`config.mk`:
```
export PLATFORM = sky130hd
export DESIGN_NAME = date_day_number_converter_flat
export DESIGN_NICKNAME = d
export VERILOG_FILES = /design/src/dcv_pkg.sv /design/src/dcv_in_if.sv /design/src/dcv_out_if.sv /design/src/dcv_ctrl.sv /design/src/dcv_dpath.sv /design/src/date_day_number_converter.sv /design/src/flat_wrapper.sv
export SDC_FILE = /design/constraint.sdc
export NUM_CORES = 2
export LEC_CHECK = 0
export BUFFER_PORTS_ARGS = -buffer_cell sky130_fd_sc_hd__buf_2
export CORE_ASPECT_RATIO = 0.8
export CORE_MARGIN = 3
export CORE_UTILIZATION = 65
export CTS_CLUSTER_SIZE = 25
export DETAILED_ROUTE_END_ITERATION = 12
export GPL_ROUTABILITY_DRIVEN = 0
export PLACE_DENSITY = 0.85
export SLEW_MARGIN = 40
export SYNTH_ARGS = -nofsm -noshare
export SYNTH_HDL_FRONTEND = slang
export SYNTH_SLANG_ARGS = --single-unit
```
`constraint.sdc`:
```
create_clock -name clk -period 8.5 [get_ports clk]
set_input_delay 1.7 -clock clk [delete_from_list [all_inputs] [get_ports clk]]
set_output_delay 1.7 -clock clk [all_outputs]
set_load 0.03 [all_outputs]
```
`src/dcv_pkg.sv`:
```
// ----------------------------------------------------------------------------
// dcv_pkg
// Shared types, widths and tables for the date / day-number converter.
// ----------------------------------------------------------------------------
package dcv_pkg;

  // payload widths
  localparam int unsigned DAY_W   = 5;
  localparam int unsigned MON_W   = 4;
  localparam int unsigned YEAR_W  = 14;
  localparam int unsigned OFF_W   = 23;
  localparam int unsigned COUNT_W = 22;

  // internal widths (sized for the largest supported last year)
  localparam int unsigned YCUR_W = 17;  // working year
  localparam int unsigned DBY_W  = 25;  // days before a year
  localparam int unsigned CNT_W  = 23;  // unsaturated day count of the input date
  localparam int unsigned N_W    = 26;  // shifted day count, two's complement
  localparam int unsigned REM_W  = 9;   // day within a year

  localparam int unsigned MAX_YEAR_DEF = 9999;

  // controller to datapath commands
  typedef struct packed {
    logic load_in;     // capture input transaction, start forward conversion
    logic cnt_en;      // capture day count of the input date
    logic n_en;        // capture shifted day count
    logic y_from_est;  // seed year search from the estimate
    logic y_dec;       // step the working year down
    logic rem_en;      // capture day within year
    logic out_load;    // load the result register
  } cmd_t;

  // datapath to controller status
  typedef struct packed {
    logic bad;     // invalid input or shifted count out of range
    logic y_high;  // days before working year exceed shifted count
  } status_t;

  // days in the months before month mon
  function automatic logic [REM_W-1:0] dcv_cum_days(input logic [MON_W-1:0] mon,
                                                    input logic leap);
    logic [REM_W-1:0] base;
    case (mon)
      4'd2:    base = 9'd31;
      4'd3:    base = 9'd59;
      4'd4:    base = 9'd90;
      4'd5:    base = 9'd120;
      4'd6:    base = 9'd151;
      4'd7:    base = 9'd181;
      4'd8:    base = 9'd212;
      4'd9:    base = 9'd243;
      4'd10:   base = 9'd273;
      4'd11:   base = 9'd304;
      4'd12:   base = 9'd334;
      default: base = 9'd0;
    endcase
    return base + ((leap && (mon > 4'd2)) ? 9'd1 : 9'd0);
  endfunction

endpackage

```
`src/dcv_in_if.sv`:
```
// ----------------------------------------------------------------------------
// dcv_in_if
// Input channel: date and day offset with valid/ready handshake.
// ----------------------------------------------------------------------------
interface dcv_in_if;
  logic                                valid;
  logic                                ready;
  logic        [dcv_pkg::DAY_W-1:0]    day_in;
  logic        [dcv_pkg::MON_W-1:0]    month_in;
  logic        [dcv_pkg::YEAR_W-1:0]   year_in;
  logic signed [dcv_pkg::OFF_W-1:0]    offset_days;

  modport source (output valid, day_in, month_in, year_in, offset_days, input ready);
  modport sink   (input valid, day_in, month_in, year_in, offset_days, output ready);
endinterface

```
`src/dcv_out_if.sv`:
```
// ----------------------------------------------------------------------------
// dcv_out_if
// Result channel: day count, shifted date and flags with valid/ready handshake.
// ----------------------------------------------------------------------------
interface dcv_out_if;
  logic                           valid;
  logic                           ready;
  logic [dcv_pkg::COUNT_W-1:0]    day_count;
  logic [dcv_pkg::DAY_W-1:0]      day_out;
  logic [dcv_pkg::MON_W-1:0]      month_out;
  logic [dcv_pkg::YEAR_W-1:0]     year_out;
  logic                           leap_in;
  logic                           invalid_input;
  logic                           out_of_range;

  modport source (output valid, day_count, day_out, month_out, year_out, leap_in,
                  invalid_input, out_of_range, input ready);
  modport sink   (input valid, day_count, day_out, month_out, year_out, leap_in,
                  invalid_input, out_of_range, output ready);
endinterface

```
`src/dcv_ctrl.sv`:
```
// ----------------------------------------------------------------------------
// dcv_ctrl
// Sequencer: forward conversion, year search loop and result hand-off.
// ----------------------------------------------------------------------------
module dcv_ctrl (
  input  logic              clk,
  input  logic              rst_n,
  input  logic              in_valid,
  output logic              in_ready,
  output logic              out_valid,
  input  logic              out_ready,
  input  dcv_pkg::status_t  status,
  output dcv_pkg::cmd_t     cmd
);

  localparam logic [3:0] S_IDLE = 4'd0;
  localparam logic [3:0] S_F1   = 4'd1;
  localparam logic [3:0] S_F2   = 4'd2;
  localparam logic [3:0] S_F3   = 4'd3;
  localparam logic [3:0] S_F4   = 4'd4;
  localparam logic [3:0] S_CHK  = 4'd5;
  localparam logic [3:0] S_EST  = 4'd6;
  localparam logic [3:0] S_D1   = 4'd7;
  localparam logic [3:0] S_D2   = 4'd8;
  localparam logic [3:0] S_D3   = 4'd9;
  localparam logic [3:0] S_OUT  = 4'd10;

  logic [3:0] state_r, state_nxt;
  logic       out_valid_r, out_valid_nxt;
  logic       out_free;

  assign in_ready  = (state_r == S_IDLE);
  assign out_valid = out_valid_r;
  assign out_free  = !out_valid_r || out_ready;

  // next state and commands
  always_comb begin
    state_nxt = state_r;
    cmd       = '0;
    unique case (state_r)
      S_IDLE: begin
        if (in_valid) begin
          cmd.load_in = 1'b1;
          state_nxt   = S_F1;
        end
      end
      S_F1: state_nxt = S_F2;
      S_F2: state_nxt = S_F3;
      S_F3: begin
        cmd.cnt_en = 1'b1;
        state_nxt  = S_F4;
      end
      S_F4: begin
        cmd.n_en  = 1'b1;
        state_nxt = S_CHK;
      end
      S_CHK: state_nxt = status.bad ? S_OUT : S_EST;
      S_EST: begin
        cmd.y_from_est = 1'b1;
        state_nxt      = S_D1;
      end
      S_D1: state_nxt = S_D2;
      S_D2: state_nxt = S_D3;
      S_D3: begin
        if (status.y_high) begin
          cmd.y_dec = 1'b1;
          state_nxt = S_D1;
        end else begin
          cmd.rem_en = 1'b1;
          state_nxt  = S_OUT;
        end
      end
      S_OUT: begin
        if (out_free) begin
          cmd.out_load = 1'b1;
          state_nxt    = S_IDLE;
        end
      end
      default: state_nxt = S_IDLE;
    endcase
  end

  // result valid flag
  always_comb begin
    out_valid_nxt = out_valid_r;
    if (cmd.out_load) begin
      out_valid_nxt = 1'b1;
    end else if (out_ready) begin
      out_valid_nxt = 1'b0;
    end
  end

  always_ff @(posedge clk) begin
    if (!rst_n) begin
      state_r     <= S_IDLE;
      out_valid_r <= 1'b0;
    end else begin
      state_r     <= state_nxt;
      out_valid_r <= out_valid_nxt;
    end
  end

  // a result is never loaded over one still waiting
  a_no_overwrite: assert property (@(posedge clk) disable iff (!rst_n)
    cmd.out_load |-> (!out_valid_r || out_ready))
    else $error("result register overwritten");

  // an accepted transaction always starts the forward conversion
  a_accept_starts: assert property (@(posedge clk) disable iff (!rst_n)
    (in_valid && in_ready) |=> (state_r == S_F1))
    else $error("accepted transaction did not start conversion");

endmodule

```
`src/dcv_dpath.sv`:
```
// ----------------------------------------------------------------------------
// dcv_dpath
// Datapath: shared days-before-year unit, count, shift, year search, month
// decode and the result register.
// ----------------------------------------------------------------------------
module dcv_dpath #(
  parameter int unsigned MAX_YEAR = dcv_pkg::MAX_YEAR_DEF
) (
  input  logic                              clk,
  input  logic                              rst_n,
  input  dcv_pkg::cmd_t                     cmd,
  output dcv_pkg::status_t                  status,
  input  logic        [dcv_pkg::DAY_W-1:0]  day_in,
  input  logic        [dcv_pkg::MON_W-1:0]  month_in,
  input  logic        [dcv_pkg::YEAR_W-1:0] year_in,
  input  logic signed [dcv_pkg::OFF_W-1:0]  offset_days,
  output logic [dcv_pkg::COUNT_W-1:0]       day_count,
  output logic [dcv_pkg::DAY_W-1:0]         day_out,
  output logic [dcv_pkg::MON_W-1:0]         month_out,
  output logic [dcv_pkg::YEAR_W-1:0]        year_out,
  output logic                              leap_in,
  output logic                              invalid_input,
  output logic                              out_of_range
);

  localparam int unsigned YCUR_W  = dcv_pkg::YCUR_W;
  localparam int unsigned DBY_W   = dcv_pkg::DBY_W;
  localparam int unsigned CNT_W   = dcv_pkg::CNT_W;
  localparam int unsigned N_W     = dcv_pkg::N_W;
  localparam int unsigned REM_W   = dcv_pkg::REM_W;
  localparam int unsigned COUNT_W = dcv_pkg::COUNT_W;

  // last valid shifted count: days before the year after the last year, minus one
  localparam int LIMIT_INT = 365 * (MAX_YEAR + 1) + (MAX_YEAR + 4) / 4
                           - (MAX_YEAR + 100) / 100 + (MAX_YEAR + 400) / 400 - 1;
  localparam logic [N_W-1:0] LIMIT = N_W'(LIMIT_INT);

  // reciprocal of the mean year length, scaled by 2^32
  localparam logic [63:0] EST_RECIP_W = (64'd1 << 32) * 64'd400 / 64'd146097;
  localparam logic [23:0] EST_RECIP   = EST_RECIP_W[23:0];

  // reciprocals for division by 100 and 400, exact for operands below 91180
  localparam logic [16:0] DIV_RECIP = 17'd83887;
  localparam int unsigned B_SHIFT   = 23;
  localparam int unsigned C_SHIFT   = 25;

  localparam logic [COUNT_W-1:0] COUNT_SAT = '1;

  // captured transaction
  logic [dcv_pkg::DAY_W-1:0]  d_r;
  logic [dcv_pkg::MON_W-1:0]  m_r;
  logic [dcv_pkg::OFF_W-1:0]  off_r;
  logic                       inv_r;
  logic [YCUR_W-1:0]          y_cur_r, y_cur_nxt;

  // days-before-year unit, product stage
  logic [DBY_W-1:0]   y365_r, y365_nxt;
  logic [15:0]        qa_r, qa_nxt;
  logic [11:0]        qb_r, qb_nxt;
  logic [9:0]         qc_r, qc_nxt;
  logic [YCUR_W-1:0]  yp_r;
  logic [34:0]        b_prod, c_prod;
  logic [17:0]        ya_sum;

  // days-before-year unit, sum stage
  logic [DBY_W-1:0]   dby_r, dby_nxt;
  logic               leap_r, leap_nxt;

  // count, shift, estimate, remainder
  logic [CNT_W-1:0]   cnt_r, cnt_nxt;
  logic               leap_in_r;
  logic [N_W-1:0]     n_r, n_nxt;
  logic [48:0]        est_r, est_nxt;
  logic [DBY_W-1:0]   rem_full;
  logic [REM_W-1:0]   rem_r;
  logic               oor_w;

  // month decode
  logic [dcv_pkg::MON_W-1:0] mon_sel;
  logic [REM_W-1:0]          day_diff;

  // result register
  logic [COUNT_W-1:0]        count_o_r;
  logic [dcv_pkg::DAY_W-1:0] day_o_r;
  logic [dcv_pkg::MON_W-1:0] mon_o_r;
  logic [dcv_pkg::YEAR_W-1:0] year_o_r;
  logic                      leap_o_r, inv_o_r, oor_o_r;

  // working year: input year, estimate plus two, or one less
  always_comb begin
    y_cur_nxt = y_cur_r;
    if (cmd.load_in) begin
      y_cur_nxt = YCUR_W'(year_in);
    end else if (cmd.y_from_est) begin
      y_cur_nxt = est_r[48:32] + YCUR_W'(2);
    end else if (cmd.y_dec) begin
      y_cur_nxt = y_cur_r - YCUR_W'(1);
    end
  end

  always_ff @(posedge clk) begin
    y_cur_r <= y_cur_nxt;
    if (cmd.load_in) begin
      d_r   <= day_in;
      m_r   <= month_in;
      off_r <= offset_days;
      inv_r <= (month_in == 4'd0) || (month_in > 4'd12) || (day_in == 5'd0);
    end
  end

  // product stage: 365*y, (y+3)/4, (y+99)/100, (y+399)/400
  assign ya_sum   = 18'(y_cur_r) + 18'd3;
  assign b_prod   = 35'(18'(y_cur_r) + 18'd99) * 35'(DIV_RECIP);
  assign c_prod   = 35'(18'(y_cur_r) + 18'd399) * 35'(DIV_RECIP);
  assign y365_nxt = DBY_W'(y_cur_r) * DBY_W'(365);
  assign qa_nxt   = ya_sum[17:2];
  assign qb_nxt   = b_prod[B_SHIFT+11:B_SHIFT];
  assign qc_nxt   = c_prod[C_SHIFT+9:C_SHIFT];

  always_ff @(posedge clk) begin
    y365_r <= y365_nxt;
    qa_r   <= qa_nxt;
    qb_r   <= qb_nxt;
    qc_r   <= qc_nxt;
    yp_r   <= y_cur_r;
  end

  // sum stage: days before the year and its leap flag
  always_comb begin
    dby_nxt  = y365_r + DBY_W'(qa_r) - DBY_W'(qb_r) + DBY_W'(qc_r);
    leap_nxt = (yp_r[1:0] == 2'b00) &&
               ((19'(qb_r) * 19'd100 != 19'(yp_r)) || (19'(qc_r) * 19'd400 == 19'(yp_r)));
  end

  always_ff @(posedge clk) begin
    dby_r  <= dby_nxt;
    leap_r <= leap_nxt;
  end

  // day count of the input date and the shifted count
  assign cnt_nxt = dby_r[CNT_W-1:0] + CNT_W'(dcv_pkg::dcv_cum_days(m_r, leap_r))
                 + CNT_W'(d_r) - CNT_W'(1);
  assign n_nxt   = N_W'(cnt_r) + {{(N_W-dcv_pkg::OFF_W){off_r[dcv_pkg::OFF_W-1]}}, off_r};
  assign est_nxt = 49'(n_r[DBY_W-1:0]) * 49'(EST_RECIP);
  assign rem_full = n_r[DBY_W-1:0] - dby_r;

  always_ff @(posedge clk) begin
    est_r <= est_nxt;
    if (cmd.cnt_en) begin
      cnt_r     <= cnt_nxt;
      leap_in_r <= leap_r;
    end
    if (cmd.n_en) begin
      n_r <= n_nxt;
    end
    if (cmd.rem_en) begin
      rem_r <= rem_full[REM_W-1:0];
    end
  end

  // range check of the shifted count
  assign oor_w = n_r[N_W-1] || (n_r > LIMIT);

  assign status.bad    = inv_r || oor_w;
  assign status.y_high = dby_r > n_r[DBY_W-1:0];

  // month and day within the found year
  always_comb begin
    mon_sel = 4'd1;
    for (int i = 2; i <= 12; i++) begin
      if (rem_r >= dcv_pkg::dcv_cum_days(dcv_pkg::MON_W'(i), leap_r)) begin
        mon_sel = dcv_pkg::MON_W'(i);
      end
    end
    day_diff = rem_r - dcv_pkg::dcv_cum_days(mon_sel, leap_r) + REM_W'(1);
  end

  // result register
  always_ff @(posedge clk) begin
    if (cmd.out_load) begin
      leap_o_r <= leap_in_r;
      inv_o_r  <= inv_r;
      oor_o_r  <= !inv_r && oor_w;
      if (inv_r) begin
        count_o_r <= '0;
      end else if (cnt_r > CNT_W'(COUNT_SAT)) begin
        count_o_r <= COUNT_SAT;
      end else begin
        count_o_r <= cnt_r[COUNT_W-1:0];
      end
      if (inv_r || oor_w) begin
        day_o_r  <= '0;
        mon_o_r  <= '0;
        year_o_r <= '0;
      end else begin
        day_o_r  <= day_diff[dcv_pkg::DAY_W-1:0];
        mon_o_r  <= mon_sel;
        year_o_r <= y_cur_r[dcv_pkg::YEAR_W-1:0];
      end
    end
  end

  assign day_count     = count_o_r;
  assign day_out       = day_o_r;
  assign month_out     = mon_o_r;
  assign year_out      = year_o_r;
  assign leap_in       = leap_o_r;
  assign invalid_input = inv_o_r;
  assign out_of_range  = oor_o_r;

  // year search only runs on a non-negative count
  a_est_nonneg: assert property (@(posedge clk) disable iff (!rst_n)
    cmd.y_from_est |-> !n_r[N_W-1])
    else $error("year search started on negative count");

  // the found year must hold the shifted count
  a_rem_in_year: assert property (@(posedge clk) disable iff (!rst_n)
    cmd.rem_en |-> (rem_full < DBY_W'(366)))
    else $error("day within year out of range");

  // the search never steps below year zero
  a_no_underflow: assert property (@(posedge clk) disable iff (!rst_n)
    cmd.y_dec |-> (y_cur_r != '0))
    else $error("year search stepped below zero");

endmodule

```
`src/date_day_number_converter.sv`:
```
// ----------------------------------------------------------------------------
// date_day_number_converter
// Proleptic Gregorian date to day number, plus the date a signed offset away.
// ----------------------------------------------------------------------------
// One transaction at a time. A valid date passes through the shared
// days-before-year unit (two registered stages) for its day count, which is
// then shifted by the offset, range checked and turned into a year estimate.
// The year search sends the working year through the same unit plus a compare,
// stepping down from its estimate, before the result is loaded. An invalid date
// or an out-of-range shifted date skips the year search. The result register
// lets a new transaction be accepted while the last result waits.
// ----------------------------------------------------------------------------
module date_day_number_converter #(
  parameter int unsigned MAX_YEAR = dcv_pkg::MAX_YEAR_DEF
) (
  input  logic       clk,
  input  logic       rst_n,
  dcv_in_if.sink     in_chan,
  dcv_out_if.source  out_chan
);

  dcv_pkg::cmd_t    cmd;
  dcv_pkg::status_t status;

  // sequencer
  dcv_ctrl u_ctrl (
    .clk       (clk),
    .rst_n     (rst_n),
    .in_valid  (in_chan.valid),
    .in_ready  (in_chan.ready),
    .out_valid (out_chan.valid),
    .out_ready (out_chan.ready),
    .status    (status),
    .cmd       (cmd)
  );

  // conversion datapath
  dcv_dpath #(
    .MAX_YEAR (MAX_YEAR)
  ) u_dpath (
    .clk           (clk),
    .rst_n         (rst_n),
    .cmd           (cmd),
    .status        (status),
    .day_in        (in_chan.day_in),
    .month_in      (in_chan.month_in),
    .year_in       (in_chan.year_in),
    .offset_days   (in_chan.offset_days),
    .day_count     (out_chan.day_count),
    .day_out       (out_chan.day_out),
    .month_out     (out_chan.month_out),
    .year_out      (out_chan.year_out),
    .leap_in       (out_chan.leap_in),
    .invalid_input (out_chan.invalid_input),
    .out_of_range  (out_chan.out_of_range)
  );

endmodule

```
`src/flat_wrapper.sv`:
```
// flat-port wrapper written by rule: the top's interface ports become plain ports
module date_day_number_converter_flat 
#(
  parameter int unsigned MAX_YEAR = dcv_pkg::MAX_YEAR_DEF
)
  (clk, rst_n, in_chan_valid, in_chan_day_in, in_chan_month_in, in_chan_year_in, in_chan_offset_days, in_chan_ready, out_chan_valid, out_chan_day_count, out_chan_day_out, out_chan_month_out, out_chan_year_out, out_chan_leap_in, out_chan_invalid_input, out_chan_out_of_range, out_chan_ready);
  dcv_in_if in_chan_i ();
  dcv_out_if out_chan_i ();
  input  logic clk;
  input  logic rst_n;
  input wire logic [$bits(in_chan_i.valid)-1:0] in_chan_valid;
  input wire logic [$bits(in_chan_i.day_in)-1:0] in_chan_day_in;
  input wire logic [$bits(in_chan_i.month_in)-1:0] in_chan_month_in;
  input wire logic [$bits(in_chan_i.year_in)-1:0] in_chan_year_in;
  input wire logic [$bits(in_chan_i.offset_days)-1:0] in_chan_offset_days;
  output wire logic [$bits(in_chan_i.ready)-1:0] in_chan_ready;
  output wire logic [$bits(out_chan_i.valid)-1:0] out_chan_valid;
  output wire logic [$bits(out_chan_i.day_count)-1:0] out_chan_day_count;
  output wire logic [$bits(out_chan_i.day_out)-1:0] out_chan_day_out;
  output wire logic [$bits(out_chan_i.month_out)-1:0] out_chan_month_out;
  output wire logic [$bits(out_chan_i.year_out)-1:0] out_chan_year_out;
  output wire logic [$bits(out_chan_i.leap_in)-1:0] out_chan_leap_in;
  output wire logic [$bits(out_chan_i.invalid_input)-1:0] out_chan_invalid_input;
  output wire logic [$bits(out_chan_i.out_of_range)-1:0] out_chan_out_of_range;
  input wire logic [$bits(out_chan_i.ready)-1:0] out_chan_ready;
  assign in_chan_i.valid = in_chan_valid;
  assign in_chan_i.day_in = in_chan_day_in;
  assign in_chan_i.month_in = in_chan_month_in;
  assign in_chan_i.year_in = in_chan_year_in;
  assign in_chan_i.offset_days = in_chan_offset_days;
  assign in_chan_ready = in_chan_i.ready;
  assign out_chan_valid = out_chan_i.valid;
  assign out_chan_day_count = out_chan_i.day_count;
  assign out_chan_day_out = out_chan_i.day_out;
  assign out_chan_month_out = out_chan_i.month_out;
  assign out_chan_year_out = out_chan_i.year_out;
  assign out_chan_leap_in = out_chan_i.leap_in;
  assign out_chan_invalid_input = out_chan_i.invalid_input;
  assign out_chan_out_of_range = out_chan_i.out_of_range;
  assign out_chan_i.ready = out_chan_ready;
  date_day_number_converter #(.MAX_YEAR(MAX_YEAR)) u_core (.clk(clk), .rst_n(rst_n), .in_chan(in_chan_i), .out_chan(out_chan_i));
endmodule
```
* Yosys cells after proc, flatten, opt, wreduce, memory -nomap -nowiden
Memory sizes are Yosys's and may differ from the RTL's. A register that Yosys moved wholly into a read port is not among the register bits.
Index checks and enable logic that the tools add are counted.
** Storage, ports and cells
- Register bits :: 316
- ROM bits :: 288
- Input port bits :: 50
- Output and inout port bits :: 50
- Logic and storage cells :: 149
- Memories :: 2
** Operators by class
- Add/subtract/negate cells :: 27
- $mul :: 6
- Order comparisons :: 17
- Equal/unequal tests :: 14
- Muxes and demuxes :: 36
- Reductions and logical operators :: 20
** Memory list
- (name not given) :: words 16, bits a word 9, rd ports 1, clocked after memory_dff 1, write ports 0, line dcv_pkg.sv:44 : case (mon)
- (name not given) :: words 16, bits a word 9, rd ports 1, clocked after memory_dff 0, write ports 0, line dcv_pkg.sv:44
** Operator list (number)
- >= comparator 9 bit :: 10
- multiplier 18 x 17 -> 35 bit (second input constant) :: 2
- two-way mux 4 bit :: 15
- multiplier 25 x 24 -> 49 bit (second input constant) :: 1
- one-hot mux 4 bit (11 select lines) :: 1
- adder 8 x 9 -> 9 bit (first input constant) :: 4
- two-way mux 17 bit :: 2
- > comparator 26 x 22 -> 1 bit (second input constant) :: 1
- adder 24 x 23 -> 25 bit :: 1
- adder 25 x 10 -> 25 bit :: 1
- adder 25 x 16 -> 25 bit :: 1
- > comparator 25 bit :: 1
- multiplier 17 x 9 -> 25 bit (second input constant) :: 1
- subtractor 25 x 12 -> 25 bit :: 1
- adder 23 x 5 -> 23 bit :: 1
- adder 23 x 9 -> 23 bit :: 1
- > comparator 23 x 22 -> 1 bit (second input constant) :: 1
- subtractor 23 x 1 -> 23 bit (second input constant) :: 1
- two-way mux 22 bit :: 1
- equality test 19 x 17 -> 1 bit :: 1
- inequality test 19 x 17 -> 1 bit :: 1
- adder 17 x 2 -> 18 bit (second input constant) :: 1
- adder 17 x 7 -> 18 bit (second input constant) :: 1
- adder 17 x 9 -> 18 bit (second input constant) :: 1
- other kinds (33) :: 68

* Logic depth before layout (Yosys ltp)
- Word-level depth :: 19
- Mapped depth :: 33
- Gate-level depth less buffers :: 32

* Modules after synthesis
Synthesis repeated with hierarchy kept, for this count alone.
** Unflattened totals
- Cell total of the unflattened synthesis :: 4647
- Area total of the unflattened synthesis :: 45001.9 µm²
** Modules (own cells, without submodules)
- dcv_dpath :: instances 1, cells an instance 4602, area each 44607.8 µm²
- dcv_ctrl :: instances 1, cells an instance 45, area each 394.1 µm²

* Worst setup path before layout
No wires, ideal clock.
- Path kind :: flip-flop to flip-flop
- Start :: register u_core.u_dpath.y_cur_r[0]
- End :: register u_core.u_dpath.qc_r[9]
- Library setup time :: 0.121 ns
- Arrival :: 7.706 ns
- Setup slack :: 0.673 ns
- Cell stages (with the launch flop) :: 32
- Buffers on the path :: 0
- Period minus slack after synthesis :: 7.827 ns
- Path through :: edfxtp_1 > inv_1 > nand3_1 > nand2_1 > nor2_1 > or3_1 > and3_1 > nand3_1 > xnor2_1 > inv_1 > ha_1 > fa_1 > inv_1 > fa_1 > inv_1 > fa_1 > fa_1 > inv_1 > fa_1 > inv_1 > ha_1 > nand2_1 > nor2_1 > nand2_1 > or4_1 > a31oi_1 > a41o_1 > o21ai_0 > and2b_1 > o21ai_1 > a21oi_1 > xnor2_1
** Between the ends
- Word-level cells in the longest chain between the ends :: 2
** RTL lines
- from (decl) :: line dcv_dpath.sv:54 : logic [YCUR_W-1:0] y_cur_r, y_cur_nxt;
- from (signal assigned) :: line dcv_dpath.sv:102 : y_cur_r <= y_cur_nxt;
- adder 17 x 9 -> 18 bit :: line dcv_dpath.sv:114 : assign c_prod = 35'(18'(y_cur_r) + 18'd399) * 35'(DIV_RECIP);
- multiplier 18 x 17 -> 35 bit :: line dcv_dpath.sv:114
- via u_core.u_dpath.c_prod[34] :: line dcv_dpath.sv:62 : logic [34:0] b_prod, c_prod;
- to (signal assigned) :: line dcv_dpath.sv:124 : qc_r <= qc_nxt;
- to (decl) :: line dcv_dpath.sv:60 : logic [9:0] qc_r, qc_nxt;
The timed path passes the listed nets, and every way through them passes these cells.
A chain may end at the register's enable or synchronous reset.

* Worst setup path after layout
- Start :: register u_core.u_dpath.y_cur_r[2]
- End :: register u_core.u_dpath.qc_r[9]
The elaborated chain is that of the path after synthesis.

==> reports/metrics.csv <==
metric,value,unit
Synth Area in Compound Gates,0.0705,
initial DRC count,3040,
Slew headroom,0.420,
final setup vio count,0,
TritonCTS Buffers,35,
Final Hold Viols,0,
pin count of the biggest net entering global routing,36,
total wire length,113000,µm
Initial Util,0.665,
port bufs,99,
layout cells sized above 1,0.0539,
dpl cells,5531,
Netlist Area Pre-Place,44200,µm²
via/cell ratio,5.76,
Area contributors post-synth,"fa_1 28%, ha_1 24%, inv_1 11%",
Worst Hold Launch,u_core.u_dpath.leap_in_r,
GR Overflow Total,0,
Yosys cell types,80,
antenna violations before repair,3,
# Post-CTS Setup Buffers,0,
fillcell total,4412,
drt first pass iters,6,
DRC,0,
# Max-Cap Violations,0,
Final ANT Viol Nets,0,
core area,66500,µm²
Post-synth EDFFs,153,
Cell Rows,84,
RSZ-0062 raised after global routing,no,
async set-reset flop share out of synthesis,0,
YS warnings,0,
Die Ht,239,µm
vias,32219,
hold depth,0,
CTS tree,yes,
Min-Delay Path Class,flop to flop,
Crit path largest cell delay,550,ps
area growth from synthesis to final layout,6.92,%
WL/cell,20.2,µm
Setup Skew,32.2,ps
syn_nets,6046,
Synth Area in XOR/XNOR,0.0566,
critical path data required time,8940,ps
dpl hpwl,95200,µm
maximum achievable frequency,0.124,GHz
Sink Count,291,
Post-Synthesis Cells,4520,
vias in the first global route,33805,
"flops & latches, synth",291,
first-pass GRT wire length,181000,µm
Hold Path Sink,u_core.u_dpath.leap_in,
arrival time worst endpoint,8490,ps
Final Max Slew Viols,0,
final non-filler cell total,5595,
Global Route Usage Sum,0.325,
status,finished clean,
kind of critical path,flop to flop,
H-tree depth,2,
post-synthesis sequential area ratio,0.166,
RR Startpoint,u_core.u_dpath.y_cur_r[2],
Worst-path clk slew,60,ps
Yosys top cell by area,fa_1,
clock root cell,clkbuf_16,
critical path's slowest cell,fa_1,
flop2flop setup slack,450,ps
die area,71300,µm²
synthesized-area fraction occupied by adder cells,0.521,
Longest Clk Path Bufs,3,
mux cell area share after synthesis,0.00314,
worst-case reg-to-reg path depth,30,
TNS Setup,0,ps
Worst Setup Start Kind,flop,
synthesized area per cell,9.79,µm²
share of the synthesized area in the top cell type,0.277,
synth cell count leaders,"1,282 x inv_1, 864 x ha_1, 612 x fa_1",
largest family of logic cells by synthesized area,adder cells,
die width,298,µm
# IOs,100,
Crit Path Max Fanout,8,
post-layout min period,8050,ps
RR Endpoint,u_core.u_dpath.qc_r[9],
Skew-Pair Late Insertion Delay,570,ps
library cell with the highest instance count after synthesis,inv_1,
crit end category,flop,
worst slew pin tran,868,ps
simple-gate share of the synthesized area,0.0692,
Nets,6191,
Final Cycle Share,0.947,
Synth Flop Type,edfxtp_1,
sequential cells by signal, indices dropped and copies added (netlist names), 5 cells and up, named ones only:
signal and cells:
u_core.u_dpath.dby_r 25, u_core.u_dpath.n_r 25, u_core.u_dpath.cnt_r 23, u_core.u_dpath.off_r 23
u_core.u_dpath.y365_r 23, u_core.u_dpath.day_count 22, u_core.u_dpath.est_r 17, u_core.u_dpath.y_cur_r 17
u_core.u_dpath.yp_r 17, u_core.u_dpath.qa_r 16, u_core.u_dpath.year_out 14, u_core.u_dpath.qb_r 12
u_core.u_dpath.qc_r 10, u_core.u_dpath.rem_r 9, u_core.u_dpath.d_r 5, u_core.u_dpath.day_out 5
cell type report:
class	instances	area, µm²	share of cell area
antenna	2	5.00	0.000106
clock buffer	45	955	0.0202
clock inverter	17	176	0.00373
inverter	1286	4830	0.102
multi-input combinational	2897	31900	0.675
sequential	291	7360	0.156
tap	903	1130	0.0239
timing repair buffer	154	916	0.0194
critical path: cells and delay by family (launching register included):
kind	cells	cell delay, ps
xor gates and xnor gates	2	510
DFF	1	400
and+or+nand+nor	11	2320
AOI/OAI and AO/OA	5	1020
buffers and inverters	5	480
adders and majority gates	7	3170
worst max path at each step:
stage | start | to | slack [ps]
floorplan | u_core.u_dpath.y_cur_r[0] | u_core.u_dpath.qc_r[9] | 670
global placement | u_core.u_dpath.y_cur_r[3] | u_core.u_dpath.qc_r[9] | 750
detailed placement | u_core.u_dpath.y_cur_r[3] | u_core.u_dpath.qc_r[6] | 480
CTS | u_core.u_dpath.y_cur_r[2] | u_core.u_dpath.qc_r[6] | 420
global route | u_core.u_dpath.y_cur_r[3] | u_core.u_dpath.qc_r[9] | 60
finish | u_core.u_dpath.y_cur_r[2] | u_core.u_dpath.qc_r[9] | 450
placed cells by master, fill, tap and decap left out, drive strengths merged, types with 30 or more instances in the layout:
master / synthesis / layout
edfxtp: 153 / 153
nand4: 34 / 34
inv: 1282 / 1291
nand2: 133 / 133
xor2: 90 / 90
clkbuf: 37 / 45
buf: 9 / 154
nand2b: 30 / 30
nor2b: 30 / 30
xnor2: 194 / 194
o21a: 31 / 31
nand3: 48 / 48
dfxtp: 138 / 138
nor2: 215 / 215
nor3: 36 / 36
fa: 612 / 612
ha: 864 / 864
a21o: 57 / 57
a21oi: 141 / 141
o21ai: 126 / 126
metal layers:
metal,vias to the layer above,part of all wire,track usage
met4,4,0.037,0.107
met3,308,0.12,0.0924
met5,-,0.00030,0
li1,14527,-,-
met1,15773,0.41,0.448
met2,1607,0.44,0.497
what timing repair did:
item / in CTS / in global routing
hold buffers: 0 / 0
endpoints found under the setup margin: 0 / 4
resized for setup: 0 / 4
logic make-up after synthesis:
group / count (synthesis)
AO/OA/AOI/OAI: 487
AND/OR/NAND/NOR: 637
other: 1
XOR/XNOR: 284
flip-flops: 291
adder cells (fa/ha/maj): 1476
multiplexers: 12
buffers and inverters: 1332
metrics by stage:
stage           util  setup WS [ps]  cell area, µm²  hold slack [ps]
2_1_floorplan      -            673           44200              382
3_3_place_gp   0.693            753           46100              407
3_5_place_dp   0.694            478           46100              406
4_1_cts        0.711            422           47300              421
5_1_grt        0.711           60.2           47300              428
6_report       0.711            454           47300              420
Power is not shown: default switching activity piles up to over one toggle a cycle in this logic, so the estimate is an artifact.
